## src/rtl/core/spq_pkg.sv

```systemverilog
// Shared types, sizes and codes for the sorted-insert priority queue.
// No dependencies; imported by every module of the block.
package spq_pkg;

    localparam int DEPTH     = 16;
    localparam int TAG_BITS  = 32;
    localparam int PRI_BITS  = 16;
    localparam int OCC_BITS  = 5;
    localparam int KIND_BITS = 2;
    localparam int STAT_BITS = 2;
    localparam int CNT_BITS  = $clog2(DEPTH + 1);
    localparam int IDX_BITS  = $clog2(DEPTH);

    // stream payload layout
    localparam int IN_DATA_BITS  = ((TAG_BITS + PRI_BITS + 7) / 8) * 8;
    localparam int OUT_USED_BITS = TAG_BITS + PRI_BITS + OCC_BITS;
    localparam int OUT_DATA_BITS = ((OUT_USED_BITS + 7) / 8) * 8;

    localparam logic [KIND_BITS-1:0] KIND_INSERT  = 2'd0;
    localparam logic [KIND_BITS-1:0] KIND_REMOVE  = 2'd1;
    localparam logic [KIND_BITS-1:0] KIND_DISPLAY = 2'd2;

    localparam logic [STAT_BITS-1:0] STATUS_OK    = 2'd0;
    localparam logic [STAT_BITS-1:0] STATUS_FULL  = 2'd1;
    localparam logic [STAT_BITS-1:0] STATUS_EMPTY = 2'd2;

    typedef struct packed {
        logic        [TAG_BITS-1:0] tag;
        logic signed [PRI_BITS-1:0] pri;
    } entry_t;

    typedef struct packed {
        logic insert;
        logic remove;
    } cell_cmd_t;

    typedef enum logic [1:0] {
        ST_IDLE = 2'b01,
        ST_DISP = 2'b10
    } state_t;

endpackage

```

## src/rtl/core/spq_cell.sv

```systemverilog
// One slot of the sorted cell row: holds an entry, compares it with the
// incoming priority and shifts toward either neighbor. Uses spq_pkg.
module spq_cell (
    input  logic              clk,
    input  spq_pkg::cell_cmd_t cmd,
    input  spq_pkg::entry_t   new_entry,
    input  spq_pkg::entry_t   left_entry,
    input  spq_pkg::entry_t   right_entry,
    input  logic              occupied,
    input  logic              left_occupied,
    input  logic              left_gt,
    output spq_pkg::entry_t   entry,
    output logic              gt
);
    import spq_pkg::*;

    entry_t entry_reg;
    entry_t entry_next;
    logic   at_end;

    assign gt     = occupied && ($signed(entry_reg.pri) > $signed(new_entry.pri));
    // first free slot: the new item lands here when nothing stored is larger
    assign at_end = !occupied && left_occupied;
    assign entry  = entry_reg;

    always_comb
    begin
        entry_next = entry_reg;
        if (cmd.insert)
        begin
            if (left_gt)
            begin
                entry_next = left_entry;
            end
            else if (gt || at_end)
            begin
                entry_next = new_entry;
            end
        end
        else if (cmd.remove)
        begin
            entry_next = right_entry;
        end
    end

    always_ff @(posedge clk)
    begin
        entry_reg <= entry_next;
    end

endmodule

```

## src/rtl/core/sorted_insert_priority_queue.sv

```systemverilog
// Sorted-insert priority queue: a row of DEPTH cells kept in ascending
// priority order, cell 0 at the front. Insert, remove and unused kinds each
// give one registered result; an item may follow every cycle while
// results are taken. A display of N stored items gives N results, one per
// cycle from the output register while they are taken, and holds off input
// until the last of them is registered.
// Equal priorities leave in arrival order. Insert on a full queue reports
// full; remove or display on an empty queue reports empty.
// Depends on spq_pkg and spq_cell.
module sorted_insert_priority_queue (
    input  logic                                clk,
    input  logic                                rst_n,
    input  logic                                s_tvalid,
    output logic                                s_tready,
    // tag_in [31:0], priority_in [47:32]
    input  logic [spq_pkg::IN_DATA_BITS-1:0]    s_tdata,
    // kind [1:0]
    input  logic [spq_pkg::KIND_BITS-1:0]       s_tuser,
    output logic                                m_tvalid,
    input  logic                                m_tready,
    // tag_out [31:0], priority_out [47:32], occupancy [52:48], zero above
    output logic [spq_pkg::OUT_DATA_BITS-1:0]   m_tdata,
    // status [1:0]
    output logic [spq_pkg::STAT_BITS-1:0]       m_tuser,
    output logic                                m_tlast
);
    import spq_pkg::*;

    state_t                state_reg, state_next;
    logic [CNT_BITS-1:0]   count_reg, count_next;
    logic [IDX_BITS-1:0]   idx_reg, idx_next;

    logic                  out_valid_reg, out_valid_next;
    logic [STAT_BITS-1:0]  status_reg, status_next;
    entry_t                res_reg, res_next;
    logic [OCC_BITS-1:0]   occ_reg, occ_next;
    logic                  last_reg, last_next;

    entry_t                new_entry;
    entry_t                cells   [DEPTH];
    logic   [DEPTH-1:0]    gt_vec;
    logic   [DEPTH-1:0]    occ_vec;
    cell_cmd_t             cmd;
    logic                  out_free;
    logic                  accept;
    logic                  full;
    logic                  empty;
    logic                  disp_last;

    assign new_entry.tag = s_tdata[TAG_BITS-1:0];
    assign new_entry.pri = s_tdata[TAG_BITS+PRI_BITS-1:TAG_BITS];

    assign out_free = !out_valid_reg || m_tready;
    assign s_tready = (state_reg == ST_IDLE) && out_free;
    assign accept   = s_tvalid && s_tready;
    assign full     = (count_reg == CNT_BITS'(DEPTH));
    assign empty    = (count_reg == '0);
    assign disp_last = ((CNT_BITS'(idx_reg) + CNT_BITS'(1)) == count_reg);

    assign cmd.insert = accept && (s_tuser == KIND_INSERT) && !full;
    assign cmd.remove = accept && (s_tuser == KIND_REMOVE) && !empty;

    genvar gi;
    generate
        for (gi = 0; gi < DEPTH; gi++)
        begin : g_cell
            assign occ_vec[gi] = (CNT_BITS'(gi) < count_reg);
            if (gi == 0)
            begin : g_front
                spq_cell u_cell (
                    .clk           (clk),
                    .cmd           (cmd),
                    .new_entry     (new_entry),
                    .left_entry    (new_entry),
                    .right_entry   (cells[gi+1]),
                    .occupied      (occ_vec[gi]),
                    .left_occupied (1'b1),
                    .left_gt       (1'b0),
                    .entry         (cells[gi]),
                    .gt            (gt_vec[gi])
                );
            end
            else if (gi == DEPTH - 1)
            begin : g_back
                spq_cell u_cell (
                    .clk           (clk),
                    .cmd           (cmd),
                    .new_entry     (new_entry),
                    .left_entry    (cells[gi-1]),
                    .right_entry   (cells[gi]),
                    .occupied      (occ_vec[gi]),
                    .left_occupied (occ_vec[gi-1]),
                    .left_gt       (gt_vec[gi-1]),
                    .entry         (cells[gi]),
                    .gt            (gt_vec[gi])
                );
            end
            else
            begin : g_mid
                spq_cell u_cell (
                    .clk           (clk),
                    .cmd           (cmd),
                    .new_entry     (new_entry),
                    .left_entry    (cells[gi-1]),
                    .right_entry   (cells[gi+1]),
                    .occupied      (occ_vec[gi]),
                    .left_occupied (occ_vec[gi-1]),
                    .left_gt       (gt_vec[gi-1]),
                    .entry         (cells[gi]),
                    .gt            (gt_vec[gi])
                );
            end
        end
    endgenerate

    always_comb
    begin
        state_next     = state_reg;
        count_next     = count_reg;
        idx_next       = idx_reg;
        out_valid_next = out_valid_reg && !m_tready;
        status_next    = status_reg;
        res_next       = res_reg;
        occ_next       = occ_reg;
        last_next      = last_reg;

        case (state_reg)
            ST_IDLE:
            begin
                if (accept)
                begin
                    out_valid_next = 1'b1;
                    status_next    = STATUS_OK;
                    res_next       = '0;
                    last_next      = 1'b1;
                    occ_next       = OCC_BITS'(count_reg);
                    case (s_tuser)
                        KIND_INSERT:
                        begin
                            if (full)
                            begin
                                status_next = STATUS_FULL;
                            end
                            else
                            begin
                                count_next = count_reg + CNT_BITS'(1);
                                occ_next   = OCC_BITS'(count_next);
                            end
                        end
                        KIND_REMOVE:
                        begin
                            if (empty)
                            begin
                                status_next = STATUS_EMPTY;
                            end
                            else
                            begin
                                res_next   = cells[0];
                                count_next = count_reg - CNT_BITS'(1);
                                occ_next   = OCC_BITS'(count_next);
                            end
                        end
                        KIND_DISPLAY:
                        begin
                            if (empty)
                            begin
                                status_next = STATUS_EMPTY;
                            end
                            else
                            begin
                                // results come from the burst state
                                out_valid_next = out_valid_reg && !m_tready;
                                idx_next       = '0;
                                state_next     = ST_DISP;
                            end
                        end
                        default:
                        begin
                            status_next = STATUS_OK;
                        end
                    endcase
                end
            end
            ST_DISP:
            begin
                if (out_free)
                begin
                    out_valid_next = 1'b1;
                    status_next    = STATUS_OK;
                    res_next       = cells[idx_reg];
                    occ_next       = OCC_BITS'(count_reg);
                    last_next      = disp_last;
                    idx_next       = idx_reg + IDX_BITS'(1);
                    if (disp_last)
                    begin
                        state_next = ST_IDLE;
                    end
                end
            end
            default:
            begin
                state_next = ST_IDLE;
            end
        endcase
    end

    always_ff @(posedge clk or negedge rst_n)
    begin
        if (!rst_n)
        begin
            state_reg     <= ST_IDLE;
            count_reg     <= '0;
            idx_reg       <= '0;
            out_valid_reg <= 1'b0;
        end
        else
        begin
            state_reg     <= state_next;
            count_reg     <= count_next;
            idx_reg       <= idx_next;
            out_valid_reg <= out_valid_next;
        end
    end

    always_ff @(posedge clk)
    begin
        status_reg <= status_next;
        res_reg    <= res_next;
        occ_reg    <= occ_next;
        last_reg   <= last_next;
    end

    assign m_tvalid = out_valid_reg;
    assign m_tuser  = status_reg;
    assign m_tlast  = last_reg;
    assign m_tdata  = OUT_DATA_BITS'({occ_reg, res_reg.pri, res_reg.tag});

endmodule

```

## config.mk

```make
export PLATFORM = sky130hd
export DESIGN_NAME = sorted_insert_priority_queue
export DESIGN_NICKNAME = d
export VERILOG_FILES = /design/src/rtl/core/spq_pkg.sv /design/src/rtl/core/spq_cell.sv /design/src/rtl/core/sorted_insert_priority_queue.sv
export SDC_FILE = /design/constraint.sdc
export NUM_CORES = 2
export LEC_CHECK = 0
export BUFFER_PORTS_ARGS = -buffer_cell sky130_fd_sc_hd__buf_2
export CAP_MARGIN = 20
export CORE_ASPECT_RATIO = 0.9
export CORE_MARGIN = 8
export CORE_UTILIZATION = 55
export CTS_BUF_LIST = sky130_fd_sc_hd__clkbuf_4
export CTS_CLUSTER_DIAMETER = 120
export DETAILED_ROUTE_END_ITERATION = 10
export GPL_ROUTABILITY_DRIVEN = 0
export PLACE_DENSITY = 0.71
export SLEW_MARGIN = 20
export SYNTH_ARGS = -nofsm -noshare
export SYNTH_HDL_FRONTEND = slang
export SYNTH_SLANG_ARGS = --single-unit
```

## constraint.sdc

```tcl
create_clock -name clk -period 12.15 [get_ports clk]
set_input_delay 1.8225 -clock clk [delete_from_list [all_inputs] [get_ports clk]]
set_output_delay 1.8225 -clock clk [all_outputs]
set_load 0.05 [all_outputs]
```

# Word level (Yosys, flattened, before mapping)
# Index checks and enable logic that the tools add are counted.
# op_classes
n_eq_ne	26
reduce_logical	101
order_cmp	33
n_mul	0
mux	100
bitwise_logic	1
shifts	0
add_sub_neg	4
div_mod_pow	0
# op_table
cell	n
$mux W48	67
$gt A16 B16 Y1	16
$bmux W48 S4	1
$pmux W48 S2	1
$ne A3 B1 Y1 const B	14
$lt A4 B5 Y1 const A	8
$logic_and A1 B1 Y1	38
$reduce_and A2 Y1	17
$logic_not A1 Y1	20
$lt A3 B5 Y1 const A	4
$mux W5	4
$pmux W5 S2	2
$logic_or A1 B1 Y1	17
$mux W2	8
$mux W4	4
$pmux W2 S2	3
$lt A1 B5 Y1 const A	2
$lt A2 B5 Y1 const A	2
$reduce_and A5 Y1	2
$ne A2 B2 Y1 const B	4
$pmux W4 S2	1
$mux W1	7
$reduce_bool A2 Y1	3
$add A4 B1 Y5 const B	1
other kinds (15)	19
# word_totals
regBits	836
input_bits	54
rom_bits	0
mem_bits_rw	0
latch_bits	0
mem_count	0
word_cells	306

# Logic depth before layout (Yosys ltp)
# logic_depth
depth_word	8
depth_mapped	14

# By module
# From an unflattened synthesis, not the netlist that was laid out.
# unflattened
cells_unflattened	5151
hier_area_um2	55733.5
# modules_own_cells
module	cells_per_inst	area_each_um2	instances
spq_cell (g_cell[11].g_mid.u_cell ...)	269	2865.2	14
sorted_insert_priority_queue	837	9836.9	1
spq_cell (g_cell[0].g_front.u_cell ...)	274	2891.5	2

# Worst setup path after synthesis
# OpenSTA, ideal clock, no wires.
# synth_timing
path_type	input -> register
start	input port s_tdata[43] (netlist bit)
end	register g_cell[15].g_back.u_cell.entry_reg (netlist bit g_cell[15].g_back.u_cell.entry[0]) (enable)
path_stages	12
n_path_buf	3
setup_time_ns	0.520
t_arrival_ns	7.196
slack_ns	4.434
path_cell_list	clkbuf_1 -> inv_1 -> ha_1 -> and4_1 -> nand2_1 -> nor4_1 -> a211oi_1 -> o21a_1 -> buf_2 -> buf_2 -> a21oi_1 -> o21ai_0
# synth_between
elab_chain_cells	5
elab_cells_between_ends	7
classes_between	2 x order compare; 5 x reduce/logical
# synth_lines
item	line	source
from (decl)	sorted_insert_priority_queue.sv:16	input logic [spq_pkg::IN_DATA_BITS-1:0] s_tdata,
$gt A16 B16 Y1	spq_cell.sv:21	assign gt = occupied && ($signed(entry_reg.pri) > $signed(new_entry.pri));
$logic_and A1 B1 Y1	spq_cell.sv:21	
$logic_or A1 B1 Y1	spq_cell.sv:35	else if (gt || at_end)
$reduce_bool A2 Y1 (no source line) (*)	n/a	
$reduce_and A2 Y1 (no source line) (*)	n/a	
to (signal assigned)	spq_cell.sv:48	entry_reg <= entry_next;
to (decl)	spq_cell.sv:17	entry_t entry_reg;
# Mark *: on every way between the ends. The rest lies on a longest branch, timed or not.
# A chain may end at the register's enable or synchronous reset.

# Worst setup path in the final report
# layout_timing
start	input port s_tdata[46] (netlist bit)
end	register g_cell[2].g_mid.u_cell.entry_reg (netlist bit g_cell[2].g_mid.u_cell.entry[40]) (enable)
# layout_between
elab_chain_cells	5
elab_cells_between_ends	7
classes_between	2 x order compare; 1 x eq/ne; 4 x reduce/logical
# layout_lines
item	line
$gt A16 B16 Y1	spq_cell.sv:21
$logic_and A1 B1 Y1	spq_cell.sv:21
$logic_or A1 B1 Y1	spq_cell.sv:35
$ne A3 B1 Y1 (no source line) (*)	n/a
$reduce_and A2 Y1 (no source line) (*)	n/a
to (signal assigned)	spq_cell.sv:48
to (decl)	spq_cell.sv:17
# Marks and branches as above.

==> impl_metrics.toml <==
[critical_path]
crit_type = "input pin to flip-flop"
crit_path_end_kind = "flip-flop"
path_cells = "buf_2 -> inv_1 -> ha_1 -> nand4_1 -> nor4_1 -> o21ai_1 -> and4_1 -> nor3_4 -> buf_4 -> buf_4 -> a2111oi_0 -> nor2_4 -> buf_4"
crit_buf_inv = 5
cp_max_fo = 36
cp_data_required_time_ns = 12.85
cpPeakStageDelay_ns = 0.94
cp_top_family = "buffers and inverters"
worstSetupStartpointType = "input pin"
critPathSlowestCell = "nor2_4"
cp_common_cell = "buf_4"
cp.arrival_ns = 7.58

[die]
coreArea_um2 = 94700
die_h_um = 309
row_count = 107
initial_utilization_pct = 55.5
die_area_um2 = 106000
dieWidth_um = 342
io_pins = 115

[routing]
post_drt_wl_per_cell_um = 29.6
viasPerCell = 7.04
dr.pass1.iters = 8
ant_nets = 0
vias = 43900
drc = 0
drtIter0Drc = 7361
wl_mm = 184

[final_layout]
post-route-util_pct = 59.8
drive_above_1_share_pct = 17.0
largest_reg_flops = 672
area_delta_synth_final_pct = 7.78
layout.cells.non_filler = 6229
nNetsFinal = 5121

[cts]
h-tree-depth = 4
worstSkewPairLatency_ns = 1.21
cts_sinks = 836
cts_setup_buffers = 0
cts_buffer_depth = 3
clkSlewWorstSetupHoldPaths_ns = 0.07
holdBufCountCts = 0
numCtsBuffers = 214
ctsResizeCount = 0
cts_root_buf = "clkbuf_4"
cts_tree = "done"

[run_status]
status = "complete, no violations"

[synthesis]
synth_area_um2 = 52500
ys_warn_count = 0
ys_types = 68
ys_async_sr_fraction_pct = 1.44
ys.flop_type = "edfxtp_1"
syn_avg_cell_area_um2 = 10.9
synth-edff-count = 824
syn_inst = 4822
ys_ff_latch = 836
yosysSeqAreaShare_pct = 47.7

[timing]
worstMarginPinSlew_ns = 1.24
maxSlewHeadroom_pct = 17.0
timing.final.crit_share_pct = 56.6
rsz0062_at_grt = "no"
tns_ns = 0
max_freq_mhz = 145
finalCriticalPeriod_ns = 6.88
fin_ws_ns = 5.27
setup_viol = 0
finalHoldViolations = 0
clock_skew_ns = 0.151
drv_slew = 0

[global_routing]
grt_max_degree = 235
antenna_found_initial = 17
grt_pass1_vias = 41400
grt-ovfl-total = 0
gr-usage-all-layers_pct = 34.0
grt_pass1_wl_mm = 272

[placement]
port_buffers = 111
place_ws_ns = 4.55
dp.cells = 5835
dpl.hpwl_mm = 112

[pwr]
power.leakage_nw = 21.0
peakVddDrop_mv = 0.146
total_power_mw = 10.5
powerDensity_nw_per_um2 = 186

[run]
cap_violations = 0

[hold_path]
min_path_type = "flip-flop to flip-flop"
[routing by layer]
layer	vias up	share of wire, %	GRT usage [%]	routed length (um)
li1	18600	-	-	-
met4	14	4.9	16.3	8950
met5	-	0.059	0	108
met1	20900	37	46.8	67800
met2	3760	42	47.4	76700
met3	611	17	12.8	30600
[worst paths after layout]
path	slack, ns	startpoint	endpoint	depth (start not counted)
worst max-delay path	5.27	s_tdata[46]	g_cell[2].g_mid.u_cell.entry[40]	13
worst min-delay path	0.54	g_cell[2].g_mid.u_cell.entry[40]	g_cell[1].g_mid.u_cell.entry[40]	2
worst max register to register	6.02	g_cell[2].g_mid.u_cell.entry[15]	g_cell[2].g_mid.u_cell.entry[40]	11
worst min register to register	0.54	g_cell[2].g_mid.u_cell.entry[40]	g_cell[1].g_mid.u_cell.entry[40]	2
max in group asynchronous	11.25	rst_n	state_reg[0]	1
min in group asynchronous	0.57	rst_n	count_reg[0]	1
[report_power, final]
part           total, mW  switching (mW)  internal (mW)
clock               2.46            1.28           1.18
sequential          4.10           0.382           3.72
combinational       3.95            2.66           1.29
total               10.5            4.32           6.19
[Yosys cell counts (37+ instances only)]
cell / count / share of area, %
a21oi_1: 309 / 2.9
buf_2: 121 / 1.2
clkbuf_1: 260 / 1.9
edfxtp_1: 824 / 47
ha_1: 266 / 6.3
inv_1: 57 / 0.41
mux2_2: 37 / 0.79
mux2i_1: 242 / 4.6
mux4_2: 240 / 10
nand2_1: 884 / 6.3
nand3_1: 410 / 3.9
nand4_1: 53 / 0.63
nor2_1: 189 / 1.4
o211ai_1: 384 / 5.5
o21ai_0: 225 / 2.1
[cell type report]
cell class,count,area (um^2)
tap,1253,1570
fill,7737,38000
antenna,11,27.5
sequential,836,25100
clock buffer,309,2320
inverter,57,214
timing repair buffer,189,1260
multi-input combinational,3503,25800
clock inverter,71,372
[placed cells by master (no fill, tap or decap), types with 7 or more instances in the layout]
master | synthesis | routed
nand4_1 | 53 | 53
mux2_2 | 37 | 36
o21a_1 | 12 | 11
nand3_1 | 410 | 409
nor4_1 | 11 | 11
mux4_2 | 240 | 240
o211ai_1 | 384 | 384
o21ai_0 | 225 | 224
nor2b_1 | 17 | 17
a211oi_1 | 8 | 8
a31oi_4 | 0 | 9
o21ai_1 | 23 | 22
mux2i_1 | 242 | 239
diode_2 | 0 | 11
ha_1 | 266 | 265
buf_2 | 121 | 111
nor3_1 | 16 | 16
a21o_1 | 29 | 29
buf_4 | 16 | 69
a21oi_1 | 309 | 305
nor2_1 | 189 | 185
clkbuf_4 | 0 | 309
dfrtp_1 | 11 | 7
o221ai_1 | 13 | 13
inv_1 | 57 | 57
clkinv_2 | 0 | 11
nand2b_1 | 14 | 14
nand2_1 | 884 | 883
clkinv_1 | 0 | 45
edfxtp_1 | 824 | 824
a31oi_1 | 21 | 12
[worst register-to-register path: stages (launching register included)]
cell,delay (ns)
edfxtp_1,0.53
ha_1,0.38
nand4_1,0.16
nor4_1,0.55
o21ai_1,0.25
and4_1,0.29
nor3_4,0.15
buf_4,0.40
buf_4,0.93
a2111oi_0,0.30
nor2_4,0.94
buf_4,0.70
[cells by family (layout without fill, tap and decap cells)]
group | Yosys count | after routing | synth area share [%]
other | 1 | 14 | 0.00714
adder cells (fa/ha/maj) | 266 | 266 | 6.34
flip-flops | 836 | 836 | 47.7
XOR/XNOR | 7 | 7 | 0.117
AND/OR/NAND/NOR | 1632 | 1632 | 13.4
AO/OA/AOI/OAI | 1075 | 1075 | 12.9
multiplexers | 520 | 520 | 15.7
buffers and inverters | 485 | 626 | 3.90
[stage by stage]
stage          cell area, um^2  hold WS [ns]
3_3_place_gp             53800         0.554
3_5_place_dp             53800         0.564
6_report                 56600         0.540
5_1_grt                  56600         0.513
2_1_floorplan            52500         0.474
4_1_cts                  56500         0.454
Power figures use the tool's default switching activity.
